### config.mk
export PLATFORM = sky130hd
export DESIGN_NAME = rcl_queue
export DESIGN_NICKNAME = d
export VERILOG_FILES = /design/src/sv/rcl_pkg.sv /design/src/sv/rcl_queue.sv
export SDC_FILE = /design/constraint.sdc
export NUM_CORES = 1
export LEC_CHECK = 0
export BUFFER_PORTS_ARGS = -buffer_cell sky130_fd_sc_hd__buf_2
export CAP_MARGIN = 20
export CORE_ASPECT_RATIO = 1.2
export CORE_MARGIN = 2
export CORE_UTILIZATION = 50
export CTS_BUF_LIST = sky130_fd_sc_hd__clkbuf_16
export DETAILED_ROUTE_END_ITERATION = 7
export GPL_ROUTABILITY_DRIVEN = 0
export HOLD_SLACK_MARGIN = 0.03
export PLACE_DENSITY = 0.71
export RECOVER_POWER = 50
export SKIP_LAST_GASP = 1
export SLEW_MARGIN = 15
export SYNTH_ARGS = -nofsm -noshare
export SYNTH_HDL_FRONTEND = slang
export SYNTH_SLANG_ARGS = --single-unit
### constraint.sdc
create_clock -name clk -period 5.7 [get_ports clk]
set_input_delay 0.57 -clock clk [delete_from_list [all_inputs] [get_ports clk]]
set_output_delay 0.57 -clock clk [all_outputs]
set_load 0.05 [all_outputs]
### src/sv/rcl_pkg.sv
// Shared constants and types for the ray length clamp.
// No dependencies; imported by every rcl_* module and the top level.
package rcl_pkg;

  localparam int LEN_W  = 31;
  localparam int QDEPTH = 4;
  localparam int QAW    = 2;

  typedef logic [LEN_W-1:0] len_t;

endpackage

### src/sv/rcl_queue.sv
// Short register queue between the front and back ends.
// Depends on rcl_pkg.
module rcl_queue #(
  parameter int W = 8
) (
  input  logic         clk,
  input  logic         rst_n,
  input  logic         wr_valid,
  output logic         wr_ready,
  input  logic [W-1:0] wr_data,
  output logic         rd_valid,
  input  logic         rd_ready,
  output logic [W-1:0] rd_data
);
  import rcl_pkg::*;

  logic [W-1:0]   mem_r [QDEPTH];
  logic [QAW-1:0] wp_r, rp_r;
  logic [QAW:0]   cnt_r;
  logic           push, pop;

  assign wr_ready = cnt_r != (QAW+1)'(QDEPTH);
  assign rd_valid = cnt_r != '0;
  assign rd_data  = mem_r[rp_r];
  assign push     = wr_valid && wr_ready;
  assign pop      = rd_valid && rd_ready;

  always_ff @(posedge clk) begin
    if (!rst_n) begin
      wp_r  <= '0;
      rp_r  <= '0;
      cnt_r <= '0;
    end else begin
      if (push) wp_r <= wp_r + 1'b1;
      if (pop)  rp_r <= rp_r + 1'b1;
      cnt_r <= cnt_r + {{QAW{1'b0}}, push} - {{QAW{1'b0}}, pop};
    end
  end

  always_ff @(posedge clk) begin
    if (push) mem_r[wp_r] <= wr_data;
  end

  a_cnt_bound: assert property (@(posedge clk) disable iff (!rst_n)
    cnt_r <= (QAW+1)'(QDEPTH)) else $error("queue count overflow");
  a_cnt_track: assert property (@(posedge clk) disable iff (!rst_n)
    $past(rst_n) |-> cnt_r == $past(cnt_r) + $past(push) - $past(pop))
    else $error("queue count mismatch");
  a_ptr_gap: assert property (@(posedge clk) disable iff (!rst_n)
    QAW'(wp_r - rp_r) == cnt_r[QAW-1:0]) else $error("queue pointers out of step");

endmodule

* Word-level counts from Yosys, hierarchy flattened
Memories as Yosys holds them, arrays and structs flattened. A register that Yosys moved wholly into a read port is not among the register bits.
Cells that the tools add are included.
** Storage, ports and cells
- Output and inout port bits :: 10
- Memories :: 1
- RAM bits :: 32
- Bits of input ports :: 12
- Register bits after elaboration :: 7
- Logic and storage cells :: 16
** Cells by class
- Mux-type cells :: 4
- Add/subtract/negate cells :: 4
- Equal/unequal tests :: 1
- Reduce and logical (&&, ||, !) cells :: 3
** Memories
- mem_r :: words 4, width 8, read ports 1, clocked after memory_dff 1, write ports 1, line rcl_queue.sv:17 : logic [W-1:0] mem_r [QDEPTH];
** Operators with widths (number)
- $add 2x1->2 const B :: 2
- $mux 2 :: 2
- $add 3x1->3 :: 1
- $ne 3x3->1 const B :: 1
- $reduce_bool 3->1 :: 1
- $sub 3x1->3 :: 1
- $logic_and 1x1->1 :: 2
- $mux 1 :: 2

* Logic depth before layout (Yosys ltp)
Gate-level depths: netlist (run 1).
- Depth in word-level cells :: 4
- Mapped depth :: 11
- Depth with buffers taken out :: 11

* Worst setup path after synthesis (run 1)
Ideal clock, no wire load.
- Path kind :: input -> register
- Start :: input port wr_valid
- End :: register cnt_r[2]
- Stages :: 10
- Setup time :: 0.115 ns
- Slack :: 3.442 ns
- Arrival time :: 2.144 ns
- Path through :: a21boi_2 > inv_1 > ha_1 > inv_1 > ha_1 > inv_1 > fa_1 > xnor2_1 > xnor2_1 > and2_1
** On the way
- Cells in the longest elaborated chain, start to end :: 3
** Ends and longest elaborated chain
- from (decl) :: line rcl_queue.sv:8 : input logic wr_valid,
- $logic_and 1x1->1 :: line rcl_queue.sv:25 : assign push = wr_valid && wr_ready;
- $add 3x1->3 :: line rcl_queue.sv:36 : cnt_r <= cnt_r + {{QAW{1'b0}}, push} - {{QAW{1'b0}}, pop};
- $sub 3x1->3 :: line rcl_queue.sv:36
- to (signal assigned) :: line rcl_queue.sv:36
- to (decl) :: line rcl_queue.sv:19 : logic [QAW:0] cnt_r;
No other way between the ends.
A chain may end at the register's enable or synchronous reset.

* Worst setup path after layout (run 1)
- Start :: register cnt_r[1]
- End :: register cnt_r[2]
** On the way
- Cells in the longest elaborated chain, start to end :: 4
- Elaborated cells between the ends (all ways) :: 6
** Ends and longest elaborated chain
- $ne 3x3->1 :: line rcl_queue.sv:22 : assign wr_ready = cnt_r != (QAW+1)'(QDEPTH);
- $logic_and 1x1->1 :: line rcl_queue.sv:25
- $add 3x1->3 :: line rcl_queue.sv:36
- $sub 3x1->3 (*) :: line rcl_queue.sv:36
Mark *: on every way between the ends. The rest lies on a longest branch, timed or not.

==> results of run 1 <==
-- cells in the mapped netlist (all sizes together) --
library cell,number,area share [%]
edfxtp,32,59
mux4,8,11
clkbuf,2,0.46
ha,6,4.6
nor2b,3,1.1
nor2,1,0.23
o311ai,1,0.99
xnor2,4,2.1
a21boi,1,0.69
o31a,1,0.61
and2,7,2.7
dfxtp,9,11
fa,1,1.2
buf,1,0.46
or3,1,0.46
inv,5,1.1
mux2i,2,1.2
nand2,5,1.1
-- through the flow --
| stage | cell area (sq um) | instances |
|---|---|---|
| floorplan | 1635 | 90 |
| global placement | 1770 | 144 |
| detailed placement | 1770 | 144 |
| CTS | 1907 | 152 |
| global route | 1886 | 152 |
| finish | 1886 | 152 |
-- flip-flops by register name (all words and copies together), names as in the netlist, named ones only --
register	flops
rp_r	2
mem_r	32
wp_r	2
cnt_r	3
-- worst register-to-register path, delay by kind of cell (launching register included) --
family                   cells  cell delay [ns]
adder cells (fa/ha/maj)      3             0.84
AO/OA/AOI/OAI                1             0.60
flip-flops                   1             0.45
XOR/XNOR                     2             0.27
AND/OR/NAND/NOR              2             0.24
buffers and inverters        3             0.22
-- per-layer routing --
metal	vias up	share of wire (%)	track usage [%]
met5	-	0	0
met2	21	54	26.76
met4	0	1.6	6.845
met3	5	5.9	6.019
met1	389	38	15.21
li1	380	-	-
-- logic make-up (layout without fill, tap and decap cells) --
family	count (synthesis)	after routing
fa+ha+maj	7	7
flops	41	41
simple gates	17	17
xor+xnor	4	4
buf+inv	8	34
mux	10	10
compound gates	3	3
-- placed cells by master, fill, tap and decap left out, drive strengths merged, types with 2 or more instances in the layout --
| cell type | netlist | layout |
|---|---|---|
| dfxtp | 9 | 9 |
| xnor2 | 4 | 4 |
| edfxtp | 32 | 32 |
| inv | 5 | 7 |
| buf | 1 | 13 |
| mux4 | 8 | 8 |
| and2 | 7 | 7 |
| nand2 | 5 | 5 |
| nor2b | 3 | 3 |
| mux2i | 2 | 2 |
| ha | 6 | 6 |
| clkbuf | 2 | 13 |
-- layout make-up --
class,count,area (sq um),share of cell area [%]
Clock buffer,5,125.1,6.636
Clock inverter,3,11.26,0.5972
Inverter,5,18.77,0.9954
Multi-Input combinational cell,41,449.2,23.82
Sequential cell,41,1141,60.52
Tap cell,36,45.04,2.389
Timing Repair Buffer,21,95.09,5.043
-- worst paths after layout --
kind | end | slack (ns) | cells past startpoint
hold reg to reg | wp_r[1] | 0.50 | 2
setup / recovery | cnt_r[2] | 2.97 | 11
hold / removal | wp_r[1] | 0.50 | 2
setup reg to reg | cnt_r[2] | 2.97 | 11
-- power breakdown --
| part | switching, uW | total [uW] | internal [uW] |
|---|---|---|---|
| registers | 40.6 | 410 | 369 |
| clock network | 96.6 | 254 | 157 |
| logic | 188 | 297 | 109 |
==> flow_summary.toml, run 1 <==
[power_and_ir_drop]
power_leakage_uw = 0.0006735
power_density_mw_per_mm2 = 509.4
peakVddDrop_mv = 0.3118
power_uw = 960.4

[setup_path]
worstPathRequired_ns = 5.87
crit_family = "adder cells"
cp_slowest_stage_delay_ns = 0.60
crit_start = "cnt_r[1]"
critPathMostFrequentCell = "inv_1"
slowest_stage = "a21boi_0"
end_kind = "register"
critPathMaxFanout = 7
start_kind = "register"
path_class = "reg -> reg"
reg2reg_from = "cnt_r[1]"
worstPathArrival_ns = 2.90
crit_buf_inv = 3
path_cells = "nor2_1 -> a21boi_0 -> inv_1 -> ha_1 -> inv_1 -> ha_1 -> inv_1 -> fa_1 -> xnor2_1 -> xnor2_1 -> and2_1"

[grt]
track_usage_pct = 14.94
antenna_found_initial = 0
grt-ovfl-total = 0
grt_pass1_vias = 856
grt_pass1_wl_um = 3974
grt_max_degree = 13

[synthesis]
muxShareOfSynthArea_pct = 12.24
seq_area_frac_synth_pct = 69.78
ys_ff_latch = 41
syn_area_per_cell_sq_um = 18.17
synth-compound-area-share_pct = 2.295
yosys_warnings = 0
synth_top_family_by_area = "multiplexers"
synth.distinct_cells = 18
netlist_area_sq_mm = 0.001635
synth_xor_area_share_pct = 2.142
synthAdderAreaFrac_pct = 5.815
netlist_instances = 90
syn_nets = 109
synth_simple_gate_area_share_pct = 5.662

[layout]
drive_gt1_share_pct = 24.14
fill_cells = 237
area_delta_synth_final_pct = 15.30
post-route-util_pct = 61.16
fin_nets = 134
antenna_cells = 0

[timing]
setup_violations = 0
layout_min_cycle_time_ns = 2.730
setup_tns_ns = 0
rsz0062_at_grt = "no"
hold_viol = 0
fin_ws_ns = 2.970
tightest_slew_ns = 0.7221
hold_slack_ns = 0.5007
fin_worst_skew_ns = 0.005073
max_freq_ghz = 0.3663
relSlewSlack_pct = 51.43
finalCritPeriodShare_pct = 47.89
slew_violations = 0

[cts]
cts_made_buffers = 5
clk_pin_slew_ns = 0.05
tritoncts = "yes"
cts_root_buffer = "clkbuf_16"
cts.sinks = 41
cts_buffer_depth = 2
htreeDepth = 2
cts_resized = 0
cts_setup_buffers = 0
hold_buffers = 0
insertion_delay_ns = 0.28

[min_path]
hold_path_class = "reg -> reg"
hold_start = "wp_r[1]"

[floorplan]
row_count = 22
die-area_sq_mm = 0.003746
initial_core_util_pct = 53.04
core_area_sq_mm = 0.003083
fp.dieW_um = 56.21
io_pins = 22
dieHeight_um = 66.65

[flow_run]
max-cap-violations = 0

[routing]
wl_um = 2326
drc = 0
drtPass1Iterations = 4
vias = 795
drt_iter0_markers = 20
via_per_inst = 5.230
avgRoutedWirePerCell_um = 15.30
ant_nets = 0

[placed_design]
post-place-ws_ns = 3.201
io_buffers = 21
dp_hpwl_um = 1659

[status]
outcome = "finished, final reports clean"
Note: power is estimated with default switching activity, not from simulation.
==> inputs of run 2 (changes only) <==
- clock period: 5.7 -> 2.6 ns (I/O delays scaled with it)
==> flow_summary.toml, run 2 (synthesis gave the netlist of run 1 again) <==
[cts]
tritoncts = "yes"
cts_root_buffer = "clkbuf_16"
cts.sinks = 41
cts_buffer_depth = 2
hold_buffers = 0
cts_setup_buffers = 0
insertion_delay_ns = 0.28
htreeDepth = 2
cts_resized = 0
clk_pin_slew_ns = 0.05
cts_made_buffers = 5

[power_and_ir_drop]
power_density_mw_per_mm2 = 1118
power_leakage_uw = 0.0006703
power_uw = 2110
peakVddDrop_mv = 0.7068

[setup_path]
path_class = "reg -> reg"
r2r-end = "cnt_r[2]"
start_kind = "register"
end_kind = "register"
worstPathRequired_ns = 2.77
reg2reg_from = "cnt_r[1]"
critPathMaxFanout = 6
r2r_slack_ns = 0.34
worstPathArrival_ns = 2.43
reg2reg_depth = 11

[layout]
largest_reg_flops = 32
instances_no_fill = 153
post-route-cell-area_sq_mm = 0.001887
reg_top3 = "mem_r (32), cnt_r (3)"
top_register = "mem_r"
area_delta_synth_final_pct = 15.38
fin_nets = 135
most-common-layout-cells = "32 x edfxtp_1, 11 x buf_2, 11 x clkbuf_1"
final_common_cell = "edfxtp_1"
fill_cells = 252
antenna_cells = 0
drive_gt1_share_pct = 22.22

[timing]
relSlewSlack_pct = 60.97
setup_tns_ns = 0
slew_violations = 0
finalCritPeriodShare_pct = 86.90
layout_min_cycle_time_ns = 2.259
setup_violations = 0
tightest_slew_ns = 0.5880
hold_slack_ns = 0.2393
hold_viol = 0
rsz0062_at_grt = "no"
max_freq_ghz = 0.4426
fin_worst_skew_ns = 0.004087

[floorplan]
fp.dieW_um = 56.21
row_count = 22
core_area_sq_mm = 0.003083
dieHeight_um = 66.65
io_pins = 22
die-area_sq_mm = 0.003746
initial_core_util_pct = 53.04

[min_path]
hold_start = "wr_data[5]"
min_path_cells = 1
hold_path_class = "in -> reg"
min_to = "mem_r[0][5]"

[placed_design]
place_area_sq_mm = 0.001778
io_buffers = 21
dp_hpwl_um = 1614
placed_cells = 145

[routing]
avgRoutedWirePerCell_um = 15.38
via_per_inst = 5.209
drtPass1Iterations = 4
drc = 0
vias = 797
drt_iter0_markers = 22
ant_nets = 0
wl_um = 2353

[grt]
grt-ovfl-total = 0
grt_pass1_vias = 823
antenna_found_initial = 0
track_usage_pct = 15.36
grt_pass1_wl_um = 3953
grt_max_degree = 13

[status]
outcome = "finished, final reports clean"

[flow_run]
max-cap-violations = 0
run 2: cell count changes in the layout (fill, tap and decap cells not counted):
cell / before / now
clkbuf_1: 8 / 11
buf_2: 13 / 11
run 2: layer usage:
metal / track usage [%] / share of wire [%] / vias to the layer above / routed length (um)
li1: - / - / 384 / -
met1: 15.98 / 40 / 386 / 948
met2: 25.00 / 51 / 21 / 1197
met3: 7.767 / 6.6 / 6 / 155
met4: 8.929 / 2.2 / 0 / 51
met5: 0 / 0 / - / 0
run 2: report_power, final:
part,total (uW),internal (uW),switching [uW]
Combinational,652,236,416
Sequential,895,809,86.7
Clock,563,344,218
Total,2110,1390,721
run 2: how the worst max path moves through the flow:
| stage | startpoint | endpoint | depth (start not counted) |
|---|---|---|---|
| CTS | cnt_r[1] | cnt_r[2] | 11 |
| detailed placement | cnt_r[1] | cnt_r[2] | 11 |
| global route | cnt_r[1] | cnt_r[2] | 11 |
| finish | cnt_r[1] | cnt_r[2] | 11 |
| floorplan | cnt_r[1] | cnt_r[2] | 11 |
| global placement | cnt_r[1] | cnt_r[2] | 11 |
run 2: stage by stage:
step                      utilization [%]  setup slack (ns)
after floorplan                         -            0.3814
after global placement              57.67            0.4621
after detailed placement            57.67            0.3925
after CTS                           62.09            0.3817
after global routing                61.20            0.1429
final                               61.20            0.3406
run 2: critical path, cell delays in order (launching register included):
cell and delay (ns):
dfxtp_1 0.44, nor2_1 0.09, a21boi_0 0.24, inv_1 0.08, ha_1 0.29, inv_1 0.06
ha_1 0.12, inv_1 0.05, fa_1 0.37, xnor2_1 0.15, xnor2_1 0.13, and2_1 0.15
run 2: layout make-up:
cell class	count	area, sq um	share of cell area, %
clock buffer	5	125.1	6.631
timing repair buffer	22	96.34	5.106
inverter	5	18.77	0.9947
multi-input combinational	41	449.2	23.81
sequential	41	1141	60.48
clock inverter	3	11.26	0.5968
tap	36	45.04	2.387
==> inputs of run 3 (changes only) <==
==> constraint.sdc (replaced) <==
create_clock -name clk -period 2.6 [get_ports clk]
set_input_delay 0 -clock clk [delete_from_list [all_inputs] [get_ports clk]]
set_output_delay 0 -clock clk [all_outputs]
set_load 0.05 [all_outputs]
==> flow_summary.toml, run 3 (synthesis gave the netlist of run 1 again) <==
[status]
outcome = "finished, final reports clean"

[routing]
via_per_inst = 5.106
wl_um = 2367
drt_iter0_markers = 19
ant_nets = 0
vias = 822
avgRoutedWirePerCell_um = 14.70
drtPass1Iterations = 4
drc = 0

[min_path]
hold_path_class = "in -> reg"

[timing]
layout_min_cycle_time_ns = 2.260
rsz0062_at_grt = "no"
relSlewSlack_pct = 60.97
hold_viol = 0
slew_violations = 0
fin_ws_ns = 0.3398
finalCritPeriodShare_pct = 86.93
max_freq_ghz = 0.4424
setup_violations = 0
tightest_slew_ns = 0.5880
fin_worst_skew_ns = 0.003785
setup_tns_ns = 0

[cts]
cts_buffer_depth = 2
cts_made_buffers = 5
tritoncts = "yes"
cts_resized = 0
cts_setup_buffers = 0
cts_root_buffer = "clkbuf_16"
htreeDepth = 2
clk_pin_slew_ns = 0.05
hold_buffers = 8
cts.sinks = 41
insertion_delay_ns = 0.28

[floorplan]
initial_core_util_pct = 53.04
core_area_sq_mm = 0.003083
die-area_sq_mm = 0.003746
row_count = 22
dieHeight_um = 66.65
fp.dieW_um = 56.21
io_pins = 22

[setup_path]
cp_slowest_stage_delay_ns = 0.44
path_class = "reg -> reg"
worstPathRequired_ns = 2.77
critPathMostFrequentCell = "inv_1"
start_kind = "register"
worstPathArrival_ns = 2.43
path_cells = "nor2_1 -> a21boi_0 -> inv_1 -> ha_1 -> inv_1 -> ha_1 -> inv_1 -> fa_1 -> xnor2_1 -> xnor2_1 -> and2_1"
crit_buf_inv = 3
end_kind = "register"
slowest_stage = "dfxtp_1"
critPathMaxFanout = 6
crit_family = "adder cells"

[power_and_ir_drop]
power_leakage_uw = 0.0007037
peakVddDrop_mv = 0.7272
power_density_mw_per_mm2 = 1078

[layout]
largest_reg_flops = 32
top_register = "mem_r"
final_common_cell = "edfxtp_1"
area_delta_synth_final_pct = 20.28
drive_gt1_share_pct = 20.80
fin_nets = 143
fill_cells = 245
reg_top3 = "mem_r (32), cnt_r (3)"
most-common-layout-cells = "32 x edfxtp_1, 11 x buf_2, 11 x clkbuf_1"
antenna_cells = 0

[placed_design]
post-place-ws_ns = 0.3925
io_buffers = 21
dp_hpwl_um = 1614

[grt]
grt-ovfl-total = 0
grt_pass1_vias = 851
grt_pass1_wl_um = 4008
track_usage_pct = 15.48
grt_max_degree = 13
antenna_found_initial = 0

[flow_run]
max-cap-violations = 0
[run 3: cell types whose count changed in the layout (fill, tap and decap cells not counted), sizes merged]
cell / change
dlygate4sd3: +8
[run 3: final timing paths]
path,start,endpoint,slack [ns],depth (start not counted)
worst max-delay path,cnt_r[1],cnt_r[2],0.34,11
worst max register to register,cnt_r[1],cnt_r[2],0.34,11
worst min register to register,wp_r[0],wp_r[0],0.50,2
worst min-delay path,rst_n,wp_r[0],0.06,3
[run 3: report_power, final]
group / switching (uW) / total (uW) / internal [uW]
logic: 417 / 661 / 244
clock network: 220 / 564 / 344
registers: 86.9 / 896 / 809
total: 724 / 2120 / 1400
[run 3: worst min-delay path: stages]
cell and delay, ns:
buf_2 0.15, nand2_1 0.08, mux2i_1 0.05
[run 3: metal layers]
metal,global-route usage (%),vias to the layer above,wire length (um)
li1,-,400,-
met1,16.25,395,932
met2,25.44,21,1214
met3,7.379,6,153
met4,8.929,0,65
met5,0,-,0
[run 3: final cells by class]
class / instances / area, sq um / area share [%]
multi-input cells: 41 / 449.2 / 22.84
repair buffers: 30 / 176.4 / 8.969
flip-flops and latches: 41 / 1141 / 58.01
inverters: 5 / 18.77 / 0.9542
clock inverters: 3 / 11.26 / 0.5725
clock buffers: 5 / 125.1 / 6.361
well taps: 36 / 45.04 / 2.290
[run 3: stage by stage]
stage	cells	total power [uW]	utilization, %	area [sq um]	hold WS [ns]
global route	161	2247	63.80	1967	0.07230
CTS	161	2172	64.69	1994	0.05412
detailed placement	145	1598	57.67	1778	0.2190
floorplan	90	1457	-	1635	0.09887
finish	161	2121	63.80	1967	0.05722
global placement	145	1582	57.67	1778	0.2101
